[src/mrs_pkg.sv]
// mrs_pkg: sizes, function codes, sequencer states and the crc step
// of the modbus rtu register slave; no dependencies
package mrs_pkg;

    localparam int RX_DEPTH       = 64;
    localparam int MEM_BYTES      = 512;
    localparam int MAX_DATA_BYTES = 56;

    localparam int RX_AW  = $clog2(RX_DEPTH);
    localparam int MEM_AW = $clog2(MEM_BYTES);

    localparam logic [7:0]  FUNC_READ_HOLD  = 8'h03;
    localparam logic [7:0]  FUNC_READ_INPUT = 8'h04;
    localparam logic [7:0]  FUNC_PRESET     = 8'h06;
    localparam logic [7:0]  FUNC_WRITE_MULT = 8'h10;

    localparam logic [15:0] WORD_BASE  = 16'h0100;
    localparam logic [15:0] FLOAT_BASE = 16'h0200;
    localparam logic [15:0] PRESET_MASK = 16'h00FF;
    localparam logic [7:0]  COUNT_MASK  = 8'h7F;
    localparam logic [15:0] CRC_INIT    = 16'hFFFF;
    localparam logic [15:0] CRC_POLY    = 16'hA001;

    localparam int MIN_FRAME = 7;
    localparam logic [3:0] SILENCE_MAX = 4'hF;

    localparam logic [2:0] CFG_UNIT_ID = 3'd0;
    localparam logic [2:0] CFG_GAP     = 3'd4;

    typedef enum logic [1:0] {
        REGION_BYTE,
        REGION_WORD,
        REGION_FLOAT
    } region_t;

    typedef enum logic [3:0] {
        ST_CLEAR,
        ST_IDLE,
        ST_SCAN_RD,
        ST_SCAN_WT,
        ST_CHECK,
        ST_ERR,
        ST_PRESET,
        ST_WR_RD,
        ST_WR_WT,
        ST_WR_MEM,
        ST_ECHO,
        ST_RHDR,
        ST_RD_RD,
        ST_RD_WT,
        ST_RDATA,
        ST_CRC
    } state_t;

    function automatic logic [15:0] crc_step(input logic [15:0] crc, input logic [7:0] b);
        logic [15:0] c;
        c = crc ^ {8'h00, b};
        for (int k = 0; k < 8; k++) begin
            c = c[0] ? ((c >> 1) ^ CRC_POLY) : (c >> 1);
        end
        return c;
    endfunction

endpackage

[src/modbus_rtu_register_slave.sv]
// modbus_rtu_register_slave: frame buffer, register memory and the frame sequencer
// depends on mrs_pkg
//
// usage
//   s_ channel: one beat per received uart byte (s_tuser = 0, byte in s_tdata) or
//   one silence timer tick (s_tuser = 1). a tick ends the frame once at least
//   seven bytes arrived and the silent tick count reaches gap_limit.
//   m_ channel: response bytes in line order, crc closing the frame, m_tlast on
//   the final beat; a bad crc or a foreign address gives a single beat with
//   m_tuser[0] set. m_tuser[1] marks every beat of a write-multiple reply.
//   apb port: unit_id at byte address 0, gap_limit at 4; these must be written
//   only when idle, a rule for the user that the block does not enforce.
// operation
//   byte and tick beats are taken while idle; a frame-ending tick starts the
//   sequencer: a crc scan of the buffered bytes over one registered read port,
//   then memory writes or reads and the reply bytes; s_tready is low meanwhile.
// reset
//   aresetn clears control state and starts a pass that zeroes the register
//   memory; no beat is taken until it ends. apb writes are always taken.
// stall
//   results sit in one output register; a stalled m_ side only holds the
//   sequencer at its next emitted byte, and idle byte beats keep flowing.
module modbus_rtu_register_slave (
    input  logic       aclk,
    input  logic       aresetn,
    // input stream
    input  logic       s_tvalid,
    output logic       s_tready,
    input  logic [7:0] s_tdata,   // [7:0] rx_byte
    input  logic       s_tuser,   // [0] command
    // result stream
    output logic       m_tvalid,
    input  logic       m_tready,
    output logic [7:0] m_tdata,   // [7:0] tx_byte
    output logic [1:0] m_tuser,   // [0] kind, [1] dirty
    output logic       m_tlast,
    // apb configuration
    input  logic       psel,
    input  logic       penable,
    input  logic       pwrite,
    input  logic [2:0] paddr,
    input  logic [31:0] pwdata,
    output logic [31:0] prdata,
    output logic       pready
);
    import mrs_pkg::*;

    // configuration
    logic [7:0] unit_id_reg;
    logic [3:0] gap_reg;

    // sequencer state
    state_t state_reg, state_next;
    logic [MEM_AW-1:0] clr_reg;
    logic [RX_AW-1:0]  fill_reg;
    logic [3:0]        silence_reg;
    logic [RX_AW-1:0]  n_reg;
    logic [RX_AW-1:0]  idx_reg;
    logic [7:0]        hdr_reg [MIN_FRAME];
    logic [15:0]       rcrc_reg;
    logic [15:0]       crc_reg;
    logic [8:0]        x_reg;
    logic [1:0]        j_reg;
    logic [RX_AW-1:0]  ri_reg;
    logic [7:0]        cnt_reg;
    logic [MEM_AW-1:0] base_reg;
    region_t           region_reg;
    logic              dirty_reg;
    logic [7:0]        g_reg [4];

    // output register
    logic       m_tvalid_reg;
    logic [7:0] m_tdata_reg;
    logic [1:0] m_tuser_reg;
    logic       m_tlast_reg;

    // memories
    logic [7:0] rx_mem  [RX_DEPTH];
    logic [7:0] reg_mem [MEM_BYTES];
    logic [7:0] buf_q, mem_q;
    logic              buf_we;
    logic [RX_AW-1:0]  buf_waddr, buf_raddr;
    logic [7:0]        buf_wdata;
    logic              mem_we;
    logic [MEM_AW-1:0] mem_waddr, mem_raddr;
    logic [7:0]        mem_wdata;

    // derived control
    logic       in_fire, tick_fire, byte_fire, frame_end;
    logic       emit_ok, emit_valid, emit_fire, emit_kind, emit_last;
    logic [7:0] emit_byte;
    logic [1:0] grp_last;
    logic [15:0] off;
    logic [9:0]  buf_idx;
    logic [9:0]  x_plus_j;
    logic        hdr_bad, cnt_done, data_more;
    logic [7:0]  wr_byte, rd_byte;
    logic [7:0]  read_cnt;
    logic [MEM_AW-1:0] base_calc;
    logic [16:0] base_wide;

    assign pready  = 1'b1;
    assign prdata  = paddr[2] ? {28'd0, gap_reg} : {24'd0, unit_id_reg};
    assign s_tready = (state_reg == ST_IDLE);
    assign m_tvalid = m_tvalid_reg;
    assign m_tdata  = m_tdata_reg;
    assign m_tuser  = m_tuser_reg;
    assign m_tlast  = m_tlast_reg;

    assign in_fire   = s_tvalid && s_tready;
    assign tick_fire = in_fire && s_tuser;
    assign byte_fire = in_fire && !s_tuser;
    assign frame_end = tick_fire && (fill_reg >= RX_AW'(MIN_FRAME)) && (silence_reg >= gap_reg);
    assign emit_ok   = !m_tvalid_reg || m_tready;
    assign emit_fire = emit_valid && emit_ok;

    assign off       = {hdr_reg[2], hdr_reg[3]};
    assign grp_last  = (region_reg == REGION_FLOAT) ? 2'd3 :
                       (region_reg == REGION_WORD)  ? 2'd1 : 2'd0;
    assign buf_idx   = {1'b0, x_reg} + 10'd7 + {8'd0, j_reg};
    assign x_plus_j  = {1'b0, x_reg} + {8'd0, j_reg};
    assign hdr_bad   = ((hdr_reg[0] != 8'h00) && (hdr_reg[0] != unit_id_reg))
                       || (crc_reg != rcrc_reg);
    assign cnt_done  = (x_reg >= {1'b0, cnt_reg});
    assign data_more = (x_plus_j + 10'd1) < {2'b00, cnt_reg};

    // region base address, wrapped to the memory size
    always_comb begin
        if (hdr_reg[1] == FUNC_PRESET) begin
            base_wide = {(off & PRESET_MASK), 1'b0};
        end else if (off >= FLOAT_BASE) begin
            base_wide = {(off - FLOAT_BASE), 1'b0};
        end else if (off >= WORD_BASE) begin
            base_wide = {(off - WORD_BASE), 1'b0};
        end else begin
            base_wide = {1'b0, off};
        end
        base_calc = base_wide[MEM_AW-1:0];
    end

    // read byte count: doubled for the word and float regions, saturated
    always_comb begin
        logic [7:0] c;
        c = hdr_reg[5] & COUNT_MASK;
        if (off >= WORD_BASE) begin
            c = {c[6:0], 1'b0};
        end
        read_cnt = (c > 8'(MAX_DATA_BYTES)) ? 8'(MAX_DATA_BYTES) : c;
    end

    // stored byte to write for group position j
    always_comb begin
        case (region_reg)
            REGION_FLOAT: begin
                case (j_reg)
                    2'd0:    wr_byte = g_reg[1];
                    2'd1:    wr_byte = g_reg[0];
                    2'd2:    wr_byte = {g_reg[2][7], g_reg[3][6:0]};
                    default: wr_byte = {g_reg[2][6:0], g_reg[3][7]};
                endcase
            end
            REGION_WORD: wr_byte = j_reg[0] ? g_reg[0] : g_reg[1];
            default:     wr_byte = g_reg[0];
        endcase
    end

    // line byte to send for group position j
    always_comb begin
        case (region_reg)
            REGION_FLOAT: begin
                case (j_reg)
                    2'd0:    rd_byte = g_reg[1];
                    2'd1:    rd_byte = g_reg[0];
                    2'd2:    rd_byte = {g_reg[2][7], g_reg[3][7:1]};
                    default: rd_byte = {g_reg[3][0], g_reg[2][6:0]};
                endcase
            end
            REGION_WORD: rd_byte = j_reg[0] ? g_reg[0] : g_reg[1];
            default:     rd_byte = g_reg[0];
        endcase
    end

    // next state
    always_comb begin
        state_next = state_reg;
        unique case (state_reg)
            ST_CLEAR:   if (clr_reg == MEM_AW'(MEM_BYTES - 1)) state_next = ST_IDLE;
            ST_IDLE:    if (frame_end) state_next = ST_SCAN_RD;
            ST_SCAN_RD: state_next = ST_SCAN_WT;
            ST_SCAN_WT: state_next = (idx_reg == n_reg - RX_AW'(1)) ? ST_CHECK : ST_SCAN_RD;
            ST_CHECK: begin
                if (hdr_bad) begin
                    state_next = ST_ERR;
                end else begin
                    case (hdr_reg[1])
                        FUNC_PRESET:                     state_next = ST_PRESET;
                        FUNC_WRITE_MULT:                 state_next = ST_WR_RD;
                        FUNC_READ_HOLD, FUNC_READ_INPUT: state_next = ST_RHDR;
                        default:                         state_next = ST_IDLE;
                    endcase
                end
            end
            ST_ERR:     if (emit_ok) state_next = ST_IDLE;
            ST_PRESET:  if (j_reg == 2'd1) state_next = ST_ECHO;
            ST_WR_RD:   state_next = (j_reg == 2'd0 && cnt_done) ? ST_ECHO : ST_WR_WT;
            ST_WR_WT:   state_next = (j_reg == grp_last) ? ST_WR_MEM : ST_WR_RD;
            ST_WR_MEM:  if (j_reg == grp_last) state_next = ST_WR_RD;
            ST_ECHO:    if (emit_ok && ri_reg == RX_AW'(5)) state_next = ST_CRC;
            ST_RHDR:    if (emit_ok && ri_reg == RX_AW'(2)) state_next = ST_RD_RD;
            ST_RD_RD:   state_next = (j_reg == 2'd0 && cnt_done) ? ST_CRC : ST_RD_WT;
            ST_RD_WT:   state_next = (j_reg == grp_last) ? ST_RDATA : ST_RD_RD;
            ST_RDATA:   if (emit_ok && (j_reg == grp_last || !data_more)) state_next = ST_RD_RD;
            ST_CRC:     if (emit_ok && j_reg == 2'd1) state_next = ST_IDLE;
            default:    state_next = ST_IDLE;
        endcase
    end

    // memory ports and emitted byte
    always_comb begin
        buf_we     = 1'b0;
        buf_waddr  = fill_reg;
        buf_wdata  = s_tdata;
        buf_raddr  = idx_reg;
        mem_we     = 1'b0;
        mem_waddr  = base_reg + MEM_AW'(x_plus_j);
        mem_wdata  = wr_byte;
        mem_raddr  = base_reg + MEM_AW'(x_plus_j);
        emit_valid = 1'b0;
        emit_byte  = 8'h00;
        emit_kind  = 1'b0;
        emit_last  = 1'b0;
        unique case (state_reg)
            ST_CLEAR: begin
                mem_we    = 1'b1;
                mem_waddr = clr_reg;
                mem_wdata = 8'h00;
            end
            ST_IDLE: buf_we = byte_fire;
            ST_WR_RD: buf_raddr = buf_idx[RX_AW-1:0];
            ST_WR_MEM: mem_we = 1'b1;
            ST_PRESET: begin
                mem_we    = 1'b1;
                mem_waddr = base_reg + MEM_AW'(j_reg);
                mem_wdata = j_reg[0] ? hdr_reg[4] : hdr_reg[5];
            end
            ST_ERR: begin
                emit_valid = 1'b1;
                emit_kind  = 1'b1;
                emit_last  = 1'b1;
            end
            ST_ECHO: begin
                emit_valid = 1'b1;
                emit_byte  = (ri_reg == '0) ? unit_id_reg : hdr_reg[ri_reg[2:0]];
            end
            ST_RHDR: begin
                emit_valid = 1'b1;
                case (ri_reg[1:0])
                    2'd0:    emit_byte = unit_id_reg;
                    2'd1:    emit_byte = hdr_reg[1];
                    default: emit_byte = cnt_reg;
                endcase
            end
            ST_RDATA: begin
                emit_valid = 1'b1;
                emit_byte  = rd_byte;
            end
            ST_CRC: begin
                emit_valid = 1'b1;
                emit_byte  = j_reg[0] ? crc_reg[15:8] : crc_reg[7:0];
                emit_last  = j_reg[0];
            end
            default: ;
        endcase
        // response bytes replace the request in the frame buffer
        if (emit_valid && emit_ok && !emit_kind) begin
            buf_we    = 1'b1;
            buf_waddr = ri_reg;
            buf_wdata = emit_byte;
        end
    end

    // frame buffer
    always_ff @(posedge aclk) begin
        if (buf_we) begin
            rx_mem[buf_waddr] <= buf_wdata;
        end
        buf_q <= rx_mem[buf_raddr];
    end

    // register memory
    always_ff @(posedge aclk) begin
        if (mem_we) begin
            reg_mem[mem_waddr] <= mem_wdata;
        end
        mem_q <= reg_mem[mem_raddr];
    end

    // configuration registers
    always_ff @(posedge aclk) begin
        if (!aresetn) begin
            unit_id_reg <= 8'd1;
            gap_reg     <= 4'd1;
        end else if (psel && penable && pwrite && pready) begin
            if (paddr[2] == CFG_GAP[2]) begin
                gap_reg <= pwdata[3:0];
            end else begin
                unit_id_reg <= pwdata[7:0];
            end
        end
    end

    // output register
    always_ff @(posedge aclk) begin
        if (!aresetn) begin
            m_tvalid_reg <= 1'b0;
        end else if (emit_fire) begin
            m_tvalid_reg <= 1'b1;
        end else if (m_tready) begin
            m_tvalid_reg <= 1'b0;
        end
        if (emit_fire) begin
            m_tdata_reg <= emit_byte;
            m_tuser_reg <= {dirty_reg && !emit_kind, emit_kind};
            m_tlast_reg <= emit_last;
        end
    end

    // control and datapath registers
    always_ff @(posedge aclk) begin
        if (!aresetn) begin
            state_reg   <= ST_CLEAR;
            clr_reg     <= '0;
            fill_reg    <= '0;
            silence_reg <= '0;
            idx_reg     <= '0;
            x_reg       <= '0;
            j_reg       <= '0;
            ri_reg      <= '0;
            dirty_reg   <= 1'b0;
        end else begin
            state_reg <= state_next;
            unique case (state_reg)
                ST_CLEAR: clr_reg <= clr_reg + MEM_AW'(1);
                ST_IDLE: begin
                    if (byte_fire) begin
                        if (fill_reg != RX_AW'(RX_DEPTH - 1)) begin
                            fill_reg <= fill_reg + RX_AW'(1);
                        end
                        silence_reg <= '0;
                    end else if (frame_end) begin
                        n_reg       <= fill_reg;
                        fill_reg    <= '0;
                        silence_reg <= '0;
                        idx_reg     <= '0;
                        crc_reg     <= CRC_INIT;
                    end else if (tick_fire && silence_reg != SILENCE_MAX) begin
                        silence_reg <= silence_reg + 4'd1;
                    end
                end
                ST_SCAN_RD: ;
                ST_SCAN_WT: begin
                    if (idx_reg < n_reg - RX_AW'(2)) begin
                        crc_reg <= crc_step(crc_reg, buf_q);
                    end
                    if (idx_reg < RX_AW'(MIN_FRAME)) begin
                        hdr_reg[idx_reg[2:0]] <= buf_q;
                    end
                    if (idx_reg == n_reg - RX_AW'(2)) begin
                        rcrc_reg[7:0] <= buf_q;
                    end
                    if (idx_reg == n_reg - RX_AW'(1)) begin
                        rcrc_reg[15:8] <= buf_q;
                    end
                    idx_reg <= idx_reg + RX_AW'(1);
                end
                ST_CHECK: begin
                    base_reg  <= base_calc;
                    x_reg     <= '0;
                    j_reg     <= '0;
                    ri_reg    <= '0;
                    dirty_reg <= (hdr_reg[1] == FUNC_WRITE_MULT);
                    if (off >= FLOAT_BASE) begin
                        region_reg <= REGION_FLOAT;
                    end else if (off >= WORD_BASE) begin
                        region_reg <= REGION_WORD;
                    end else begin
                        region_reg <= REGION_BYTE;
                    end
                    cnt_reg <= (hdr_reg[1] == FUNC_WRITE_MULT) ? hdr_reg[6] : read_cnt;
                end
                ST_ERR: dirty_reg <= 1'b0;
                ST_PRESET: begin
                    if (j_reg == 2'd1) begin
                        j_reg   <= '0;
                        crc_reg <= CRC_INIT;
                    end else begin
                        j_reg <= j_reg + 2'd1;
                    end
                end
                ST_WR_RD: begin
                    if (j_reg == 2'd0 && cnt_done) begin
                        crc_reg <= CRC_INIT;
                    end
                end
                ST_WR_WT: begin
                    g_reg[j_reg] <= buf_q;
                    j_reg <= (j_reg == grp_last) ? 2'd0 : j_reg + 2'd1;
                end
                ST_WR_MEM: begin
                    if (j_reg == grp_last) begin
                        j_reg <= '0;
                        x_reg <= x_reg + 9'({1'b0, grp_last}) + 9'd1;
                    end else begin
                        j_reg <= j_reg + 2'd1;
                    end
                end
                ST_ECHO, ST_RHDR: begin
                    if (emit_ok) begin
                        // a read reply starts its crc at the first header byte
                        if (state_reg == ST_RHDR && ri_reg == RX_AW'(0)) begin
                            crc_reg <= crc_step(CRC_INIT, emit_byte);
                        end else begin
                            crc_reg <= crc_step(crc_reg, emit_byte);
                        end
                        ri_reg  <= ri_reg + RX_AW'(1);
                    end
                end
                ST_RD_RD: ;
                ST_RD_WT: begin
                    g_reg[j_reg] <= mem_q;
                    j_reg <= (j_reg == grp_last) ? 2'd0 : j_reg + 2'd1;
                end
                ST_RDATA: begin
                    if (emit_ok) begin
                        crc_reg <= crc_step(crc_reg, emit_byte);
                        ri_reg  <= ri_reg + RX_AW'(1);
                        if (j_reg == grp_last || !data_more) begin
                            j_reg <= '0;
                            x_reg <= x_reg + 9'({1'b0, grp_last}) + 9'd1;
                        end else begin
                            j_reg <= j_reg + 2'd1;
                        end
                    end
                end
                ST_CRC: begin
                    if (emit_ok) begin
                        ri_reg <= ri_reg + RX_AW'(1);
                        j_reg  <= j_reg[0] ? 2'd0 : 2'd1;
                    end
                end
                default: ;
            endcase
        end
    end

    // no beat is taken before the register memory is cleared
    assert property (@(posedge aclk) disable iff (!aresetn)
        (state_reg == ST_CLEAR) |-> !s_tready)
        else $error("input taken during memory clear");

    // a result never overwrites one still waiting
    assert property (@(posedge aclk) disable iff (!aresetn)
        (m_tvalid_reg && !m_tready) |=> (m_tvalid_reg && $stable(m_tdata_reg)))
        else $error("pending result lost");

    // a frame under way always holds a full minimum frame
    assert property (@(posedge aclk) disable iff (!aresetn)
        (state_reg == ST_CHECK) |-> (n_reg >= RX_AW'(MIN_FRAME)))
        else $error("short frame processed");

    // responses stay within the frame buffer
    assert property (@(posedge aclk) disable iff (!aresetn)
        emit_fire |-> (ri_reg <= RX_AW'(MAX_DATA_BYTES + 4)))
        else $error("response index too large");

endmodule
[config.mk]
export PLATFORM = sky130hd
export DESIGN_NAME = modbus_rtu_register_slave
export DESIGN_NICKNAME = d
export VERILOG_FILES = /design/src/mrs_pkg.sv /design/src/modbus_rtu_register_slave.sv
export SDC_FILE = /design/constraint.sdc
export NUM_CORES = 2
export LEC_CHECK = 0
export BUFFER_PORTS_ARGS = -buffer_cell sky130_fd_sc_hd__buf_4
export CORE_AREA = 8 8 591 593
export CTS_CLUSTER_DIAMETER = 50
export DETAILED_ROUTE_END_ITERATION = 8
export DIE_AREA = 0 0 599 601
export PLACE_DENSITY = 0.78
export SLEW_MARGIN = 20
export SYNTH_ARGS = -nofsm -noshare
export SYNTH_HDL_FRONTEND = slang
export SYNTH_MEMORY_MAX_BITS = 65536
export SYNTH_SLANG_ARGS = --single-unit
[constraint.sdc]
create_clock -name aclk -period 24.4 [get_ports aclk]
set_input_delay 3.66 -clock aclk [delete_from_list [all_inputs] [get_ports aclk]]
set_output_delay 3.66 -clock aclk [all_outputs]
set_load 0.1 [all_outputs]
==> results.md <==
- Dominant cells by area after synthesis: edfxtp_1, mux4_2, nor2_1
- Reg2reg end: mem_q[5]
- Reg2Reg Launch Point: j_reg[0]
- Die X: roughly 600 microns
- CP endpoint kind: flip-flop
- Post-route DRC: 0
- Crit path max-delay family: buffers and inverters
- Num rows: around 220
- Tot GR Track Use: 26.7%
- Core Region: 0.341 sq mm
- Clock Latency Late Sink: just over 1 ns
- Mapped Area: 0.193 sq mm
- Worst setup path category: flip-flop to flip-flop
- I/O pins: 97
- Depth of the worst hold-timing path: 2
- Max Cap Viol: 0
- Cells resized by post-CTS repair: 0
- Overall via count from detail_route: 98.6k
- CTS max path bufs: 4
- Slew Limit Headroom: 11.2%
- Final worst-path cycle share: 37.1%
- Sequential cell area: 0.145 sq mm
- Crit path time final: 9.05 ns
- First-pass DRT Iterations: 7
- Crit path cell chain: inv_1 > ha_1 > ha_4 > buf_12 > buf_4 > buf_4 > buf_4 > buf_4 > mux4_2 > mux4_2 > mux4_2 > mux2i_1 > mux2i_1 > mux2_2
- Worst Clk Skew: 0.0798 ns
- Slack of the critical path: 15.35 ns
- Final number of setup-violating endpoints: 0
- Largest net degree at the start of global routing: 247
- Leak: 55.4 nW
- Fin. Hold Viols: 0
- Beginning of the worst hold path: clr_reg[1]
- Slew Limit Fails: 0
- Routability congestion estimate: 0.880
- Vias/cell: 6.82
- Die area: 0.360 sq mm
- Initial drt markers: 13.9k
- Layout cell share with drive strength beyond 1: 23.5%
- DP Worst Slack: 15.45 ns
- Worst path bufs/invs: 6
- Netlist cell types: 77
- Synth-to-Final Area Change: 10.9%
- Most common cell after layout, fill and taps aside: edfxtp_1
- RSZ-0062 raised after global routing: no
- Area share of the largest cell type after synthesis: 74.3%
- Post-route ant nets: 0
- Fin Hold WS: about 0.5 ns
- Commonest cells after routing, fill and taps aside: edfxtp_1, mux4_2, nor2_1, clkbuf_16, nand2_1
- Hold Path Class: flip-flop to flip-flop
- Arrival @ worst endpoint: 9.94 ns
- CP max stage delay: between 0.8 and 0.9 ns
- Seq/Total Area, Yosys: between 70% and 80%
- Async SR Flop Fraction: 0%
- Clk root buf: clkbuf_16
- Initial Util: between 50 and 60%
- Cell area power density: 76.6 mW/mm^2
- Avg WL per Cell: 33.8 microns
- Fin nets: 9,601
- FMAX: 110 MHz
- DRT Wirelength: 488 mm
- Outcome: finished, final reports clean
- Number of fill cells: 21.4k
- Synthesized netlist cell count: between 9k and 10k
- Worst-Margin Slew: 1.33 ns
- R2r setup slk: around 15 ns
- Worst ir drop on vdd: approximately 0.098 mV
- CTS sink cnt: just under 5k
- Initial antenna violation count: 11
- H-tree depth: 5
- Die Span Y: 601 microns
- CTS Hold Buffers Added: 0
- Number of synthesized flops with an enable pin: 4,772
- Critical path depth: 14
- Top FF cell, synth: edfxtp_1
- Clock Pin Slew Worst Setup and Hold Paths: 0.06 ns
- IO Port Bufs: 45
- WHS Endpoint: clr_reg[1]
- CTS Buf Count: 469
- Crit Path Max Fanout: 81
- Fin Setup TNS: 0 ns
- Worst Setup Start Kind: flip-flop
- Largest register FFs: 4,096
- Post-synth top area cell: edfxtp_1
- Vias in the first global route: just under 100k
- Most frequent CP cell: buf_4
- CTS tree: yes
- DP HPWL: about 260 mm
- R2R cell count: 14
- Number of synthesized register bits: roughly 4.9k
- CP Data Required Time: 25.29 ns
- CP max stage cell: buf_4
- First-pass GRT wire length: 705 mm
- Post-CTS Setup Bufs: 0
- GR Overflow Total: 0
- Multi-input gate area: between 0.04 and 0.05 sq mm
- Yosys warnings: 0
- Mean post-synth cell area: 20.6 sq um
==> metrics by stage <==
stage / util, % / instances / power, W / instance area, sq um
2_1_floorplan: - / 9405 / 0.00925 / 193000
3_3_place_gp: 58.2 / 13600 / 0.00929 / 198000
3_5_place_dp: 58.2 / 13600 / 0.00929 / 198000
4_1_cts: 62.7 / 14400 / 0.0164 / 214000
5_1_grt: 62.8 / 14400 / 0.0167 / 214000
6_report: 62.8 / 14400 / 0.0164 / 214000
==> power by group <==
part	total, W	internal, W	leakage, nW	switching [W]
Combinational	0.0000890	0.0000115	11.8	0.0000775
Clock	0.00725	0.00403	7.40	0.00321
Sequential	0.00903	0.00903	36.2	0.00000324
Total	0.0164	0.0131	55.4	0.00329
==> logic make-up (layout without fill, tap and decap cells) <==
| family | after synthesis | in the layout | synth area share (%) |
|---|---|---|---|
| AO/OA/AOI/OAI | 697 | 697 | 2.52 |
| XOR/XNOR | 141 | 141 | 0.666 |
| adder cells (fa/ha/maj) | 68 | 68 | 0.461 |
| buffers and inverters | 641 | 1112 | 1.34 |
| flip-flops | 4851 | 4851 | 75.1 |
| multiplexers | 1493 | 1493 | 16.5 |
| other | 2 | 34 | 0.00389 |
| AND/OR/NAND/NOR | 1489 | 1489 | 3.35 |
==> synth_stat cells, drive strengths merged (5+ instances only) <==
cell and count:
o221ai 16, o21ai 74, o21a 12, a31oi 74, ha 63, nor4 10, nor2b 26, nor3 25
a22o 16, inv 51, a211oi 191, mux2i 108, xnor2 71, nand2b 32, a21o 23, a21oi 124
a311oi 64, a221oi 8, or2 9, nand3b 5, a221o 9, nand4 22, nor3b 8, o22ai 20
mux4 1348, buf 196, o211ai 12, clkbuf 394, edfxtp 4772, and2 151, or3 12, and3 13
a21boi 19, xor2 68, fa 5, dfxtp 79, nand2 452, nor2 675, nand3 41, mux2 37
==> worst max-delay path by stage <==
stage                     startpoint            end  slack [ns]
final                       j_reg[0]       mem_q[5]       15.35
after floorplan             j_reg[0]  reg_mem[0][0]        6.68
after detailed placement    j_reg[0]       mem_q[5]       15.45
after global routing        j_reg[0]       mem_q[5]       14.75
after global placement      j_reg[0]       mem_q[6]       15.57
after CTS                   j_reg[0]       mem_q[5]       15.26
==> tightest hold or removal path, stage by stage (launching register included) <==
cell and delay, ns:
dfxtp_1 0.34, nand2_1 0.06, a21boi_0 0.06
==> cell type report <==
class,instances,share of cell area (%)
Clock buffer,579,5.78
Sequential cell,4851,67.8
Clock inverter,286,1.34
Multi-Input combinational cell,3913,21.5
Antenna cell,9,0.0105
Tap cell,4557,2.67
Timing Repair Buffer,196,0.870
Inverter,51,0.0896
==> metal layers <==
| metal | track usage [%] | vias to the layer above | wire length (microns) |
|---|---|---|---|
| li1 | - | 38800 | - |
| met1 | 35.5 | 51200 | 170000 |
| met2 | 43.5 | 7216 | 240000 |
| met3 | 4.94 | 1252 | 51500 |
| met4 | 12.0 | 4 | 26300 |
| met5 | 0 | - | 78 |
No activity file was read; power rests on OpenSTA's default activity.
